## src/rtl/swvs_pkg.sv

```systemverilog
// shared types, constants and helper functions of the square-wave sweep sequencer
`default_nettype none

package swvs_pkg;

    localparam int LVL_W      = 17;
    localparam int CALC_W     = 20;
    localparam int TIME_W     = 32;
    localparam int TOTAL_W    = 20;
    localparam int DIV_CNT_W  = 5;
    localparam int REM_W      = 15;
    localparam int PROD_W     = 40;

    localparam logic [2:0] MAX_VERTICES = 3'd4;

    localparam logic [2:0] REG_START_LEVEL  = 3'd0;
    localparam logic [2:0] REG_END_LEVEL    = 3'd1;
    localparam logic [2:0] REG_VERTEX_TABLE = 3'd2;
    localparam logic [2:0] REG_VERTEX_COUNT = 3'd3;
    localparam logic [2:0] REG_STEP         = 3'd4;
    localparam logic [2:0] REG_AMPLITUDE    = 3'd5;
    localparam logic [2:0] REG_PULSE_LENGTH = 3'd6;
    localparam logic [2:0] REG_SAMPLE_OFS   = 3'd7;

    localparam logic signed [CALC_W-1:0] LVL_MAX = 20'sd65535;
    localparam logic signed [CALC_W-1:0] LVL_MIN = -20'sd65536;

    typedef enum logic [1:0] {
        KIND_DONE   = 2'd0,
        KIND_SET    = 2'd1,
        KIND_SAMPLE = 2'd2
    } kind_t;

    typedef enum logic [2:0] {
        PH_INI    = 3'd0,
        PH_HIGH_V = 3'd1,
        PH_HIGH_S = 3'd2,
        PH_LOW_V  = 3'd3,
        PH_LOW_S  = 3'd4
    } phase_t;

    typedef enum logic [2:0] {
        ST_IDLE     = 3'd0,
        ST_SPAN     = 3'd1,
        ST_DIV_LOAD = 3'd2,
        ST_DIV      = 3'd3,
        ST_MUL      = 3'd4,
        ST_FIN      = 3'd5,
        ST_STEP     = 3'd6
    } ctrl_state_t;

    typedef struct packed {
        logic sweep_init;
        logic span_step;
        logic div_load;
        logic div_step;
        logic mul;
        logic fin;
        logic step;
    } swvs_cmd_t;

    typedef struct packed {
        logic span_last;
        logic div_last;
        logic out_free;
    } swvs_status_t;

    function automatic logic signed [LVL_W-1:0] sat_level(input logic signed [CALC_W-1:0] v);
        logic signed [CALC_W-1:0] r;
        r = v;
        if (v > LVL_MAX) begin
            r = LVL_MAX;
        end else if (v < LVL_MIN) begin
            r = LVL_MIN;
        end
        return r[LVL_W-1:0];
    endfunction

    function automatic logic [TIME_W-1:0] sat_add(input logic [TIME_W-1:0] a,
                                                  input logic [TIME_W-1:0] b);
        logic [TIME_W:0] s;
        s = {1'b0, a} + {1'b0, b};
        return s[TIME_W] ? {TIME_W{1'b1}} : s[TIME_W-1:0];
    endfunction

    // vertex potential minus amplitude
    function automatic logic signed [LVL_W-1:0] vertex_level(input logic [63:0] tbl,
                                                             input logic [1:0]  k,
                                                             input logic [14:0] amp);
        logic [15:0] raw;
        raw = tbl[{k, 4'b0000} +: 16];
        return $signed({raw[15], raw}) - $signed({2'b00, amp});
    endfunction

    function automatic logic signed [CALC_W-1:0] ext_level(input logic signed [LVL_W-1:0] v);
        return {{(CALC_W-LVL_W){v[LVL_W-1]}}, v};
    endfunction

endpackage

`default_nettype wire

```

## src/rtl/swvs_ctrl.sv

```systemverilog
// controller state machine: handshake on the request side and sequencing of the datapath
`default_nettype none

module swvs_ctrl
    import swvs_pkg::*;
(
    input  wire logic   aclk,
    input  wire logic   aresetn,
    input  wire logic   s_valid,
    output logic        s_ready,
    input  wire logic   s_restart,
    input  wire swvs_status_t status,
    output swvs_cmd_t   cmd
);

    ctrl_state_t state_reg;
    ctrl_state_t state_next;

    always_ff @(posedge aclk) begin
        if (!aresetn) begin
            state_reg <= ST_IDLE;
        end else begin
            state_reg <= state_next;
        end
    end

    always_comb begin
        state_next = state_reg;
        unique case (state_reg)
            ST_IDLE: begin
                if (s_valid) begin
                    state_next = s_restart ? ST_SPAN : ST_STEP;
                end
            end
            ST_SPAN: begin
                if (status.span_last) begin
                    state_next = ST_DIV_LOAD;
                end
            end
            ST_DIV_LOAD: state_next = ST_DIV;
            ST_DIV: begin
                if (status.div_last) begin
                    state_next = ST_MUL;
                end
            end
            ST_MUL:  state_next = ST_FIN;
            ST_FIN:  state_next = ST_IDLE;
            ST_STEP: begin
                if (status.out_free) begin
                    state_next = ST_IDLE;
                end
            end
            default: state_next = ST_IDLE;
        endcase
    end

    always_comb begin
        s_ready        = (state_reg == ST_IDLE);
        cmd            = '0;
        cmd.sweep_init = (state_reg == ST_IDLE) && s_valid && s_restart;
        cmd.span_step  = (state_reg == ST_SPAN);
        cmd.div_load   = (state_reg == ST_DIV_LOAD);
        cmd.div_step   = (state_reg == ST_DIV);
        cmd.mul        = (state_reg == ST_MUL);
        cmd.fin        = (state_reg == ST_FIN);
        cmd.step       = (state_reg == ST_STEP) && status.out_free;
    end

endmodule

`default_nettype wire

```

## src/rtl/swvs_datapath.sv

```systemverilog
// datapath: settings, sweep state, span sum, serial divider, multiplier and result register
`default_nettype none

module swvs_datapath
    import swvs_pkg::*;
(
    input  wire logic                  aclk,
    input  wire logic                  aresetn,
    input  wire logic                  cfg_valid,
    input  wire logic [2:0]            cfg_index,
    input  wire logic [63:0]           cfg_data,
    input  wire swvs_cmd_t             cmd,
    output swvs_status_t               status,
    output logic                       m_valid,
    input  wire logic                  m_ready,
    output logic [1:0]                 m_action_kind,
    output logic [TIME_W-1:0]          m_action_time_us,
    output logic signed [LVL_W-1:0]    m_level_mv
);

    // settings
    logic signed [15:0] start_reg;
    logic signed [15:0] end_reg;
    logic [63:0]        vtab_reg;
    logic [2:0]         vcount_reg;
    logic [14:0]        step_reg;
    logic [14:0]        amp_reg;
    logic [19:0]        pulse_reg;
    logic [18:0]        offset_reg;

    // sweep state
    phase_t                   phase_reg,   phase_next;
    logic [TIME_W-1:0]        elapsed_reg, elapsed_next;
    logic signed [LVL_W-1:0]  base_reg,    base_next;
    logic signed [LVL_W-1:0]  brk_reg,     brk_next;
    logic                     up_reg,      up_next;
    logic                     vdone_reg,   vdone_next;
    logic [2:0]               vidx_reg,    vidx_next;
    logic [TIME_W-1:0]        active_reg,  active_next;

    // restart arithmetic
    logic signed [LVL_W-1:0]  prev_reg,    prev_next;
    logic [2:0]               seg_reg,     seg_next;
    logic [TOTAL_W-1:0]       total_reg,   total_next;
    logic [REM_W-1:0]         rem_reg,     rem_next;
    logic [TOTAL_W-1:0]       quot_reg,    quot_next;
    logic [DIV_CNT_W-1:0]     cnt_reg,     cnt_next;
    logic [PROD_W-1:0]        prod_reg,    prod_next;

    // result register
    logic                     m_valid_reg, m_valid_next;
    kind_t                    kind_reg,    kind_next;
    logic [TIME_W-1:0]        time_reg,    time_next;
    logic signed [LVL_W-1:0]  level_reg,   level_next;

    logic [2:0]               used_n;
    logic signed [LVL_W-1:0]  start_lvl;
    logic signed [LVL_W-1:0]  end_lvl;
    logic signed [LVL_W-1:0]  init_brk;
    logic                     init_up;
    logic signed [CALC_W-1:0] step_ext;
    logic signed [CALC_W-1:0] amp_ext;
    logic signed [LVL_W-1:0]  span_tgt;
    logic signed [LVL_W:0]    span_diff;
    logic [LVL_W:0]           span_abs;
    logic [14:0]              divisor;
    logic [REM_W:0]           shifted;
    logic                     div_ge;
    logic [REM_W:0]           shifted_sub;
    logic [18:0]              half_pulse;
    logic [TIME_W-1:0]        gap_us;
    logic [TIME_W-1:0]        ofs_ext;
    logic [TIME_W-1:0]        el_ofs;
    logic [TIME_W-1:0]        el_gap;
    logic signed [LVL_W-1:0]  base_moved;
    logic                     brk_hit;
    logic [2:0]               vidx_inc;
    logic signed [LVL_W-1:0]  base_turn;

    assign status.out_free  = !m_valid_reg || m_ready;
    assign status.span_last = (seg_reg == used_n);
    assign status.div_last  = (cnt_reg == DIV_CNT_W'(TOTAL_W - 1));

    assign m_valid          = m_valid_reg;
    assign m_action_kind    = kind_reg;
    assign m_action_time_us = time_reg;
    assign m_level_mv       = level_reg;

    always_ff @(posedge aclk) begin
        if (!aresetn) begin
            start_reg  <= '0;
            end_reg    <= '0;
            vtab_reg   <= '0;
            vcount_reg <= '0;
            step_reg   <= 15'd1;
            amp_reg    <= '0;
            pulse_reg  <= 20'd1000;
            offset_reg <= '0;
        end else if (cfg_valid) begin
            unique case (cfg_index)
                REG_START_LEVEL:  start_reg  <= cfg_data[15:0];
                REG_END_LEVEL:    end_reg    <= cfg_data[15:0];
                REG_VERTEX_TABLE: vtab_reg   <= cfg_data;
                REG_VERTEX_COUNT: vcount_reg <= cfg_data[2:0];
                REG_STEP:         step_reg   <= cfg_data[14:0];
                REG_AMPLITUDE:    amp_reg    <= cfg_data[14:0];
                REG_PULSE_LENGTH: pulse_reg  <= cfg_data[19:0];
                REG_SAMPLE_OFS:   offset_reg <= cfg_data[18:0];
                default: ;
            endcase
        end
    end

    // derived settings
    always_comb begin
        used_n    = (vcount_reg > MAX_VERTICES) ? MAX_VERTICES : vcount_reg;
        start_lvl = $signed({start_reg[15], start_reg}) - $signed({2'b00, amp_reg});
        end_lvl   = $signed({end_reg[15], end_reg}) - $signed({2'b00, amp_reg});
        init_brk  = (used_n == 3'd0) ? end_lvl : vertex_level(vtab_reg, 2'd0, amp_reg);
        init_up   = (start_lvl < init_brk);
        step_ext  = $signed({5'b00000, step_reg});
        amp_ext   = $signed({5'b00000, amp_reg});

        span_tgt  = (seg_reg < used_n) ? vertex_level(vtab_reg, seg_reg[1:0], amp_reg)
                                       : end_lvl;
        span_diff = $signed({span_tgt[LVL_W-1], span_tgt})
                  - $signed({prev_reg[LVL_W-1], prev_reg});
        span_abs  = span_diff[LVL_W] ? (LVL_W+1)'(1) + (LVL_W+1)'(~span_diff) : span_diff;

        divisor     = (step_reg == 15'd0) ? 15'd1 : step_reg;
        shifted     = {rem_reg, quot_reg[TOTAL_W-1]};
        div_ge      = (shifted >= {1'b0, divisor});
        shifted_sub = shifted - {1'b0, divisor};

        half_pulse = pulse_reg[19:1];
        gap_us     = (half_pulse >= offset_reg) ? TIME_W'(half_pulse - offset_reg) : '0;
        ofs_ext    = TIME_W'(offset_reg);
        el_ofs     = sat_add(elapsed_reg, ofs_ext);
        el_gap     = sat_add(elapsed_reg, gap_us);

        base_moved = sat_level(up_reg ? ext_level(base_reg) + step_ext
                                      : ext_level(base_reg) - step_ext);
        brk_hit    = !vdone_reg && ((up_reg && (base_moved >= brk_reg)) ||
                                    (!up_reg && (base_moved <= brk_reg)));
        vidx_inc   = vidx_reg + 3'd1;
        base_turn  = brk_hit ? brk_reg : base_moved;
    end

    always_comb begin
        phase_next   = phase_reg;
        elapsed_next = elapsed_reg;
        base_next    = base_reg;
        brk_next     = brk_reg;
        up_next      = up_reg;
        vdone_next   = vdone_reg;
        vidx_next    = vidx_reg;
        active_next  = active_reg;
        prev_next    = prev_reg;
        seg_next     = seg_reg;
        total_next   = total_reg;
        rem_next     = rem_reg;
        quot_next    = quot_reg;
        cnt_next     = cnt_reg;
        prod_next    = prod_reg;
        m_valid_next = m_valid_reg && !m_ready;
        kind_next    = kind_reg;
        time_next    = time_reg;
        level_next   = level_reg;

        if (cmd.sweep_init) begin
            elapsed_next = '0;
            vidx_next    = '0;
            vdone_next   = (used_n == 3'd0);
            brk_next     = init_brk;
            up_next      = init_up;
            base_next    = sat_level(init_up ? ext_level(start_lvl) + step_ext
                                             : ext_level(start_lvl) - step_ext);
            phase_next   = PH_INI;
            prev_next    = start_lvl;
            seg_next     = '0;
            total_next   = '0;
        end

        if (cmd.span_step) begin
            total_next = total_reg + TOTAL_W'(span_abs);
            prev_next  = span_tgt;
            seg_next   = seg_reg + 3'd1;
        end

        if (cmd.div_load) begin
            rem_next  = '0;
            quot_next = total_reg;
            cnt_next  = '0;
        end

        if (cmd.div_step) begin
            rem_next  = div_ge ? shifted_sub[REM_W-1:0] : shifted[REM_W-1:0];
            quot_next = {quot_reg[TOTAL_W-2:0], div_ge};
            cnt_next  = cnt_reg + DIV_CNT_W'(1);
        end

        if (cmd.mul) begin
            prod_next = quot_reg * pulse_reg;
        end

        if (cmd.fin) begin
            active_next = (prod_reg[PROD_W-1:TIME_W] != '0) ? {TIME_W{1'b1}}
                                                            : prod_reg[TIME_W-1:0];
        end

        if (cmd.step) begin
            m_valid_next = 1'b1;
            unique case (phase_reg)
                PH_INI: begin
                    phase_next = PH_HIGH_S;
                    kind_next  = KIND_SET;
                    time_next  = elapsed_reg;
                    level_next = sat_level(ext_level(base_reg) + amp_ext);
                end
                PH_HIGH_V: begin
                    elapsed_next = el_ofs;
                    if (el_ofs >= active_reg) begin
                        kind_next  = KIND_DONE;
                        time_next  = '0;
                        level_next = '0;
                    end else begin
                        base_next  = base_turn;
                        if (brk_hit) begin
                            up_next   = !up_reg;
                            vidx_next = vidx_inc;
                            if (vidx_inc >= used_n) begin
                                vdone_next = 1'b1;
                            end else begin
                                brk_next = vertex_level(vtab_reg, vidx_inc[1:0], amp_reg);
                            end
                        end
                        phase_next = PH_HIGH_S;
                        kind_next  = KIND_SET;
                        time_next  = el_ofs;
                        level_next = sat_level(ext_level(base_turn) + amp_ext);
                    end
                end
                PH_HIGH_S: begin
                    elapsed_next = el_gap;
                    phase_next   = PH_LOW_V;
                    kind_next    = KIND_SAMPLE;
                    time_next    = el_gap;
                    level_next   = '0;
                end
                PH_LOW_V: begin
                    elapsed_next = el_ofs;
                    phase_next   = PH_LOW_S;
                    kind_next    = KIND_SET;
                    time_next    = el_ofs;
                    level_next   = sat_level(ext_level(base_reg) - amp_ext);
                end
                PH_LOW_S: begin
                    elapsed_next = el_gap;
                    phase_next   = PH_HIGH_V;
                    kind_next    = KIND_SAMPLE;
                    time_next    = el_gap;
                    level_next   = '0;
                end
                default: begin
                    kind_next  = KIND_DONE;
                    time_next  = '0;
                    level_next = '0;
                end
            endcase
        end
    end

    always_ff @(posedge aclk) begin
        if (!aresetn) begin
            phase_reg   <= PH_INI;
            elapsed_reg <= '0;
            base_reg    <= '0;
            brk_reg     <= '0;
            up_reg      <= 1'b0;
            vdone_reg   <= 1'b1;
            vidx_reg    <= '0;
            active_reg  <= '0;
            m_valid_reg <= 1'b0;
        end else begin
            phase_reg   <= phase_next;
            elapsed_reg <= elapsed_next;
            base_reg    <= base_next;
            brk_reg     <= brk_next;
            up_reg      <= up_next;
            vdone_reg   <= vdone_next;
            vidx_reg    <= vidx_next;
            active_reg  <= active_next;
            m_valid_reg <= m_valid_next;
        end
    end

    always_ff @(posedge aclk) begin
        prev_reg  <= prev_next;
        seg_reg   <= seg_next;
        total_reg <= total_next;
        rem_reg   <= rem_next;
        quot_reg  <= quot_next;
        cnt_reg   <= cnt_next;
        prod_reg  <= prod_next;
        kind_reg  <= kind_next;
        time_reg  <= time_next;
        level_reg <= level_next;
    end

endmodule

`default_nettype wire

```

## src/rtl/square_wave_voltammetry_sequencer_core.sv

```systemverilog
// top level of the square-wave voltammetry waveform sequencer
//
//  channel   ports                                   direction  payload
//  request   s_valid s_ready s_restart               in         restart flag
//  action    m_valid m_ready m_action_kind           out        kind, time (us), level (mV)
//            m_action_time_us m_level_mv
//  settings  cfg_valid cfg_ready cfg_index cfg_data  in         register write, always ready
//
// a next-action request is accepted, then a compute state loads the output register;
// it waits there while a previous action is still not transferred
// a restart sums the span segment by segment (vertex count, capped at four, plus one
// segments), then loads and runs the serial restoring divider, multiplies and saturates
// s_ready is high only while the controller is idle; reset is synchronous, active low,
// and leaves the sweep in its cleared state with all settings at their reset values
`default_nettype none

module square_wave_voltammetry_sequencer_core
    import swvs_pkg::*;
(
    input  wire logic               aclk,
    input  wire logic               aresetn,
    input  wire logic               s_valid,
    output logic                    s_ready,
    input  wire logic               s_restart,
    output logic                    m_valid,
    input  wire logic               m_ready,
    output logic [1:0]              m_action_kind,
    output logic [TIME_W-1:0]       m_action_time_us,
    output logic signed [LVL_W-1:0] m_level_mv,
    input  wire logic               cfg_valid,
    output logic                    cfg_ready,
    input  wire logic [2:0]         cfg_index,
    input  wire logic [63:0]        cfg_data
);

    swvs_cmd_t    cmd;
    swvs_status_t status;

    assign cfg_ready = 1'b1;

    swvs_ctrl u_ctrl (
        .aclk      (aclk),
        .aresetn   (aresetn),
        .s_valid   (s_valid),
        .s_ready   (s_ready),
        .s_restart (s_restart),
        .status    (status),
        .cmd       (cmd)
    );

    swvs_datapath u_datapath (
        .aclk             (aclk),
        .aresetn          (aresetn),
        .cfg_valid        (cfg_valid),
        .cfg_index        (cfg_index),
        .cfg_data         (cfg_data),
        .cmd              (cmd),
        .status           (status),
        .m_valid          (m_valid),
        .m_ready          (m_ready),
        .m_action_kind    (m_action_kind),
        .m_action_time_us (m_action_time_us),
        .m_level_mv       (m_level_mv)
    );

endmodule

`default_nettype wire

```

## config.mk

```make
export PLATFORM = sky130hd
export DESIGN_NAME = square_wave_voltammetry_sequencer_core
export DESIGN_NICKNAME = d
export VERILOG_FILES = /design/src/rtl/swvs_pkg.sv /design/src/rtl/swvs_ctrl.sv /design/src/rtl/swvs_datapath.sv /design/src/rtl/square_wave_voltammetry_sequencer_core.sv
export SDC_FILE = /design/constraint.sdc
export NUM_CORES = 2
export LEC_CHECK = 0
export BUFFER_PORTS_ARGS = -buffer_cell sky130_fd_sc_hd__buf_2
export CAP_MARGIN = 20
export CELL_PAD_IN_SITES_DETAIL_PLACEMENT = 0
export CELL_PAD_IN_SITES_GLOBAL_PLACEMENT = 1
export CORE_ASPECT_RATIO = 0.8
export CORE_MARGIN = 2
export CORE_UTILIZATION = 54
export CTS_CLUSTER_SIZE = 24
export DETAILED_ROUTE_END_ITERATION = 7
export GPL_ROUTABILITY_DRIVEN = 0
export GPL_TIMING_DRIVEN = 0
export HOLD_SLACK_MARGIN = 0.12
export PLACE_DENSITY = 0.92
export SYNTH_ARGS = -nofsm -noshare
export SYNTH_HDL_FRONTEND = slang
export SYNTH_HIERARCHICAL = 1
export SYNTH_SLANG_ARGS = --single-unit
```

## constraint.sdc

```tcl
create_clock -name aclk -period 13.9 [get_ports aclk]
set_input_delay 2.78 -clock aclk [delete_from_list [all_inputs] [get_ports aclk]]
set_output_delay 2.78 -clock aclk [all_outputs]
set_load 0.03 [all_outputs]
```

### Word-level counts from Yosys, hierarchy flattened

Cells that the tools add are included.

| storage, ports and cells | value |
|---|---|
| flip-flop bits (word level) | 449 |
| input bits | 73 |
| logic and storage cells | 210 |

| cells by class | value |
|---|---|
| add/sub/neg operators | 22 |
| $mul | 1 |
| magnitude comparators | 19 |
| eq/ne operators | 23 |
| shift operators | 2 |
| muxes and demuxes | 81 |
| bitwise logic cells | 1 |
| reduce and logical (&&, ||, !) cells | 33 |

Operator list:

| kind | number |
|---|---|
| 17-bit 2-to-1 mux | 26 |
| 32-bit 2-to-1 mux | 7 |
| 32-bit one-hot mux with 4 select lines | 1 |
| 64-bit by 7-bit variable part select with 16-bit output | 2 |
| 20-bit 2-to-1 mux | 6 |
| 16-bit by 16-bit subtractor with 17-bit output | 5 |
| 17-bit by 16-bit adder with 18-bit output | 4 |
| 32-bit one-hot mux with 2 select lines | 1 |
| 15-bit 2-to-1 mux | 4 |
| 18-bit by 17-bit greater-than comparator with 1-bit output, second input constant | 3 |
| 18-bit by 17-bit < comparator with 1-bit output, second input constant | 3 |
| 17-bit by 16-bit subtractor with 18-bit output | 3 |
| 17-bit one-hot mux with 3 select lines | 1 |
| 3-bit 2-to-1 mux | 16 |
| 20-bit by 17-bit greater-than comparator with 1-bit output, second input constant | 2 |
| 20-bit by 17-bit < comparator with 1-bit output, second input constant | 2 |
| 20-bit by 20-bit multiplier with 40-bit output | 1 |
| 32-bit by 19-bit adder with 33-bit output | 1 |
| 32-bit by 32-bit adder with 33-bit output | 1 |
| 32-bit >= comparator | 1 |
| 3-bit == test, second input constant | 8 |
| 20-bit by 18-bit adder with 20-bit output | 1 |
| 19-bit by 19-bit subtractor with 20-bit output | 1 |
| 19-bit >= comparator | 1 |
| 35 further kinds | 81 |

### Longest topological paths before layout

| logic depth | value |
|---|---|
| depth after elaboration | 16 |
| mapped depth | 39 |

### Modules after synthesis

The synthesis kept the hierarchy.

By module, submodules not included:

| module | times used | cells each | area each (µm²) | sequential area each (µm²) |
|---|---|---|---|---|
| swvs_datapath | 1 | 5624 | 47765.8 | 10640.2 |
| swvs_ctrl | 1 | 39 | 289.0 | 60.1 |
| square_wave_voltammetry_sequencer_core | 1 | 2 | 11.3 | 0.0 |

### Worst setup path before layout

No wires, ideal clock.

| path | value |
|---|---|
| path type | register -> register |
| start | register u_datapath.step_reg[3] |
| end | register u_datapath.level_reg[12], in the netlist u_datapath/m_level_mv[12], data pin |
| data arrival time | 8.189 ns |
| data required time | 13.612 ns |
| path slack | 5.423 ns |
| stages on the path, launching flop included | 35 |
| path buffers | 2 |
| clock period less this slack | 8.477 ns |
| cell sequence | dfxtp_1 -> or3_1 -> nor2_1 -> and3_1 -> and3_1 -> nor2_1 -> xnor2_1 -> ha_1 -> and3_1 -> and4_1 -> o211ai_1 -> nand3_1 -> a221oi_1 -> xnor2_1 -> buf_2 -> nand2_1 -> a21oi_1 -> ha_1 -> a21o_1 -> a21o_1 -> a211o_1 -> or3_1 -> nand3_1 -> clkbuf_1 -> mux2_2 -> fa_1 -> a211oi_1 -> o21ai_0 -> nand2b_1 -> a21oi_1 -> o41ai_1 -> o2111ai_1 -> mux2_2 -> a31oi_2 -> o311ai_0 |

| on the way | value |
|---|---|
| cells in the longest elaborated chain, start to end | 16 |
| elaborated cells between the ends (all ways) | 21 |

RTL lines:

| item | line | RTL |
|---|---|---|
| start, declared | swvs_datapath.sv:26 | `logic [14:0] step_reg;` |
| start signal, assigned | swvs_datapath.sv:105 | `REG_STEP: step_reg <= cfg_data[14:0];` |
| 17-bit by 16-bit subtractor with 18-bit output or 17-bit by 16-bit adder with 18-bit output (tied branches) | swvs_datapath.sv:142, swvs_datapath.sv:141 |  |
| 20-bit 2-to-1 mux (*) | swvs_datapath.sv:141 | `base_moved = sat_level(up_reg ? ext_level(base_reg) + step_ext` |
| 20-bit by 17-bit < comparator with 1-bit output | swvs_pkg.sv:73 | `end else if (v < LVL_MIN) begin` |
| 17-bit 2-to-1 mux | swvs_pkg.sv:73 |  |
| 17-bit 2-to-1 mux (*) | swvs_pkg.sv:71 | `if (v > LVL_MAX) begin` |
| 17-bit >= comparator or 17-bit <= comparator (tied branches) | swvs_datapath.sv:143, swvs_datapath.sv:144 |  |
| 1-bit logical AND, on equally long branches | swvs_datapath.sv:143, swvs_datapath.sv:144 |  |
| 1-bit logical OR | swvs_datapath.sv:143 | `brk_hit = !vdone_reg && ((up_reg && (base_moved >= brk_reg)) \|\|` |
| 1-bit logical AND | swvs_datapath.sv:143 |  |
| 17-bit 2-to-1 mux (*) | swvs_datapath.sv:146 | `base_turn = brk_hit ? brk_reg : base_moved;` |
| 17-bit by 16-bit adder with 18-bit output (*) | swvs_datapath.sv:240 | `level_next = sat_level(ext_level(base_turn) + amp_ext);` |
| 18-bit by 17-bit < comparator with 1-bit output | swvs_pkg.sv:73 |  |
| 17-bit 2-to-1 mux | swvs_pkg.sv:73 |  |
| 17-bit 2-to-1 mux (*) | swvs_pkg.sv:71 |  |
| 17-bit 2-to-1 mux (*) | swvs_datapath.sv:222 | `if (el_ofs >= active_reg) begin` |
| 17-bit one-hot mux with 3 select lines (*) | swvs_datapath.sv:213 | `unique case (phase_reg)` |
| end signal, assigned | swvs_datapath.sv:307 | `level_reg <= level_next;` |
| end, declared | swvs_datapath.sv:54 | `logic signed [LVL_W-1:0] level_reg, level_next;` |

Every way passes the cells marked *; elsewhere a longest branch is shown, timed or not.
A chain may end at the register's enable or synchronous reset.

### Worst setup path after layout

| path | value |
|---|---|
| start | register u_datapath.step_reg[0] |
| end | register u_datapath.level_reg[4], in the netlist u_datapath/m_level_mv[4], data pin |

Same word-level chain as after synthesis.

==> flow_summary.json <==
{
  "synthTopCellsByCount": "sky130_fd_sc_hd__nand2_1 (873), sky130_fd_sc_hd__inv_1 (577), sky130_fd_sc_hd__ha_1 (500)",
  "tritoncts": "yes",
  "std_cell_rows": 97,
  "final-max-slew-violation-count": 0,
  "finish.net_count": 6753,
  "required_ns": 14.17,
  "netSwitchingPower_w": 0.00728,
  "floorplan.die_area_sq_um": 91400,
  "vias_per_cell": 6.19,
  "cts_htree_levels": 2,
  "cpPeakStageDelay_ns": 0.84,
  "synth_top_area_share_pct": 14.0,
  "fin_cells": 7078,
  "overall_die_width_microns": 338,
  "ys_async_sr_fraction_pct": 0,
  "filler_cell_count": 8001,
  "initial_utilization_pct": 54.7,
  "crit_path_max_delay_cell_type": "sky130_fd_sc_hd__o41ai_1",
  "worstSkewPairLatency_ns": 0.64,
  "cts_buffers": 51,
  "grt_overflow": 0,
  "clock_sinks": 449,
  "critical_path.startpoint_type": "flop",
  "period_minus_slack_ns": 11.48,
  "finalWirelength_microns": 161000,
  "postSynthNetCount": 6574,
  "tightest_slew_ns": 1.24,
  "report.final.setup_viol": 0,
  "detailedPlacementHpwl_microns": 130000,
  "critical_path.endpoint_type": "flop",
  "wire_per_inst_microns": 22.7,
  "power_leakage_nw": 22.2,
  "die_h_microns": 271,
  "cellPowerDensity_nw_per_um2": 275,
  "grt_pass1_vias": 39952,
  "setup_repair_after_global_routing_missed_its_margin": "false",
  "postCtsSetupRepairBufs": 0,
  "report.final.hold_viol_count": 0,
  "i_o_pins": 127,
  "finalSetupTns_ns": 0,
  "grt_antenna_before_repair": 10,
  "max-slew-margin-rel_pct": 17.5,
  "cts_repair_resize_count": 0,
  "yosys_warning_total": 6,
  "post_synth_main_area_contributors": "sky130_fd_sc_hd__fa_1 (14%), sky130_fd_sc_hd__ha_1 (13%), sky130_fd_sc_hd__dfxtp_1 (12%)",
  "yosys.cell_types.count": 96,
  "numPlacedInstances": 6978,
  "cts_hold_buffers": 0,
  "combinational_power_share_pct": 75.7,
  "clockPowerShare_pct": 10.2,
  "cts.clk_slew.worst_paths_ns": 0.06,
  "share_of_post_route_cells_with_drive_strength_above_1_pct": 6.74,
  "post_synth_inst_count": 5665,
  "dr_total_vias": 43847,
  "seq_power_share_pct": 14.1,
  "floorplan.core_area_sq_um": 87900,
  "worst_ep_arrival_time_ns": 11.74,
  "post-route-drc-count": 0,
  "grt_pass1_wl_microns": 241000,
  "switching_share_pct": 50.9,
  "run_status": "finished, final reports clean",
  "worst_ir_drop_vdd_v": 0.000699,
  "crit_fanout": 10,
  "total_power_after_layout_w": 0.0143,
  "clock_tree.root_cell": "sky130_fd_sc_hd__clkbuf_16",
  "place.port_buffers": 120,
  "power_report.internal_total_w": 0.00702,
  "cts_buffer_depth": 3,
  "worstHoldPathType": "reg -> reg",
  "timing.setup.critical_path_class": "reg -> reg",
  "skew_ns": 0.0277,
  "synth.cell_area_sq_um": 48100,
  "syn2layout_area_growth_pct": 8.31,
  "synth_enable_flop_cells": 171,
  "pin_count_of_the_biggest_net_entering_global_routing": 41,
  "detail_route.iter0.violations": 5547,
  "synthFlopType": "sky130_fd_sc_hd__dfxtp_1",
  "seq_area_frac_synth_pct": 22.3,
  "drt-pass1-iter-count": 6,
  "post-route-period-util_pct": 82.6,
  "yosys.cell_count.top_type": "sky130_fd_sc_hd__nand2_1",
  "drt_antenna_net_count": 0,
  "largest_register_ffs": 64,
  "number_of_synthesized_register_bits": 449,
  "synth_area_per_cell_sq_um": 8.48,
  "fmax_mhz": 87.1,
  "synth.largest_area_cell": "sky130_fd_sc_hd__fa_1",
  "cap_viol_max_count": 0,
  "global_route.usage.total_pct": 34.4
}
logic make-up after synthesis:
group,Yosys count,synth area share (%)
buf+inv,824,6.50
mux,127,3.62
fa+ha+maj,843,27.2
simple gates,1858,17.7
xor+xnor,279,5.12
compound gates,1284,17.6
other cells,1,0.00780
flops,449,22.3
stage by stage:
step                setup WS, ns  hold WS (ns)  utilization [%]  instance area (sq um)
floorplan                   5.42         0.436                -                  48100
global placement            2.93         0.442             57.1                  50200
detailed placement          2.86         0.447             57.2                  50300
CTS                         2.78         0.455             59.2                  52000
global route                2.12         0.480             59.2                  52100
finish                      2.42         0.460             59.2                  52100
power groups by stage:
stage	logic (W)	registers, W	clock network (W)
6_report	0.0108	0.00202	0.00145
5_1_grt	0.0120	0.00203	0.00152
4_1_cts	0.0106	0.00201	0.00147
3_5_place_dp	0.0105	0.00203	0
3_3_place_gp	0.0103	0.00203	0
2_1_floorplan	0.00783	0.00196	0
cell usage in the layout, fill, tap and decap left out, drive strengths merged, types with 29 or more instances in the layout:
| master | count |
|---|---|
| nand2 | 873 |
| inv | 578 |
| ha | 500 |
| a21oi | 431 |
| fa | 336 |
| nor2 | 317 |
| clkbuf | 298 |
| dfxtp | 278 |
| o21ai | 225 |
| xnor2 | 195 |
| and2 | 176 |
| edfxtp | 171 |
| buf | 146 |
| nor3 | 105 |
| a21o | 94 |
| nand3 | 91 |
| xor2 | 84 |
| o21a | 63 |
| nand2b | 58 |
| mux2 | 56 |
| nor2b | 55 |
| a211oi | 54 |
| o211ai | 48 |
| o221a | 40 |
| mux2i | 39 |
| or3 | 38 |
| a31oi | 38 |
| and3 | 36 |
| mux4 | 32 |
| a22oi | 29 |
layout make-up:
type,count,area (sq um),share of cell area [%]
Multi-Input combinational cell,4392,34300,65.8
Sequential cell,449,10700,20.6
Inverter,579,2170,4.17
Clock buffer,73,1530,2.94
Tap cell,1188,1490,2.86
Buffer,245,950,1.82
Timing Repair Buffer,126,696,1.34
Clock inverter,23,245,0.471
Antenna cell,3,7.51,0.0144
critical path: cells and delay by family, from the launching register on:
family                   cells  cell delay [ns]
AND/OR/NAND/NOR             12             2.51
flip-flops                   1             0.40
adder cells (fa/ha/maj)      4             1.40
XOR/XNOR                     2             0.60
AO/OA/AOI/OAI               13             4.34
multiplexers                 2             0.85
buffers and inverters        3             1.00
routing by layer:
metal	vias up	part of all wire, %	global-route usage, %
li1	19909	-	-
met1	21118	44	52.4
met2	2499	39	46.5
met3	313	13	9.50
met4	8	3.5	10.9
met5	-	0.035	0
final timing paths:
check	start	to	slack (ns)	depth (start not counted)
worst max-delay path	u_datapath/step_reg[0]$_SDFFE_PN1P_	u_datapath/m_level_mv[4]$_DFFE_PP_	2.42	36
worst min-delay path	u_datapath/step_reg[13]$_SDFFE_PN0P_	u_datapath/step_reg[13]$_SDFFE_PN0P_	0.46	2
worst min register to register	u_datapath/step_reg[13]$_SDFFE_PN0P_	u_datapath/step_reg[13]$_SDFFE_PN0P_	0.46	2
worst max register to register	u_datapath/step_reg[0]$_SDFFE_PN1P_	u_datapath/m_level_mv[4]$_DFFE_PP_	2.42	36
Note: power is estimated with default switching activity, not from simulation.
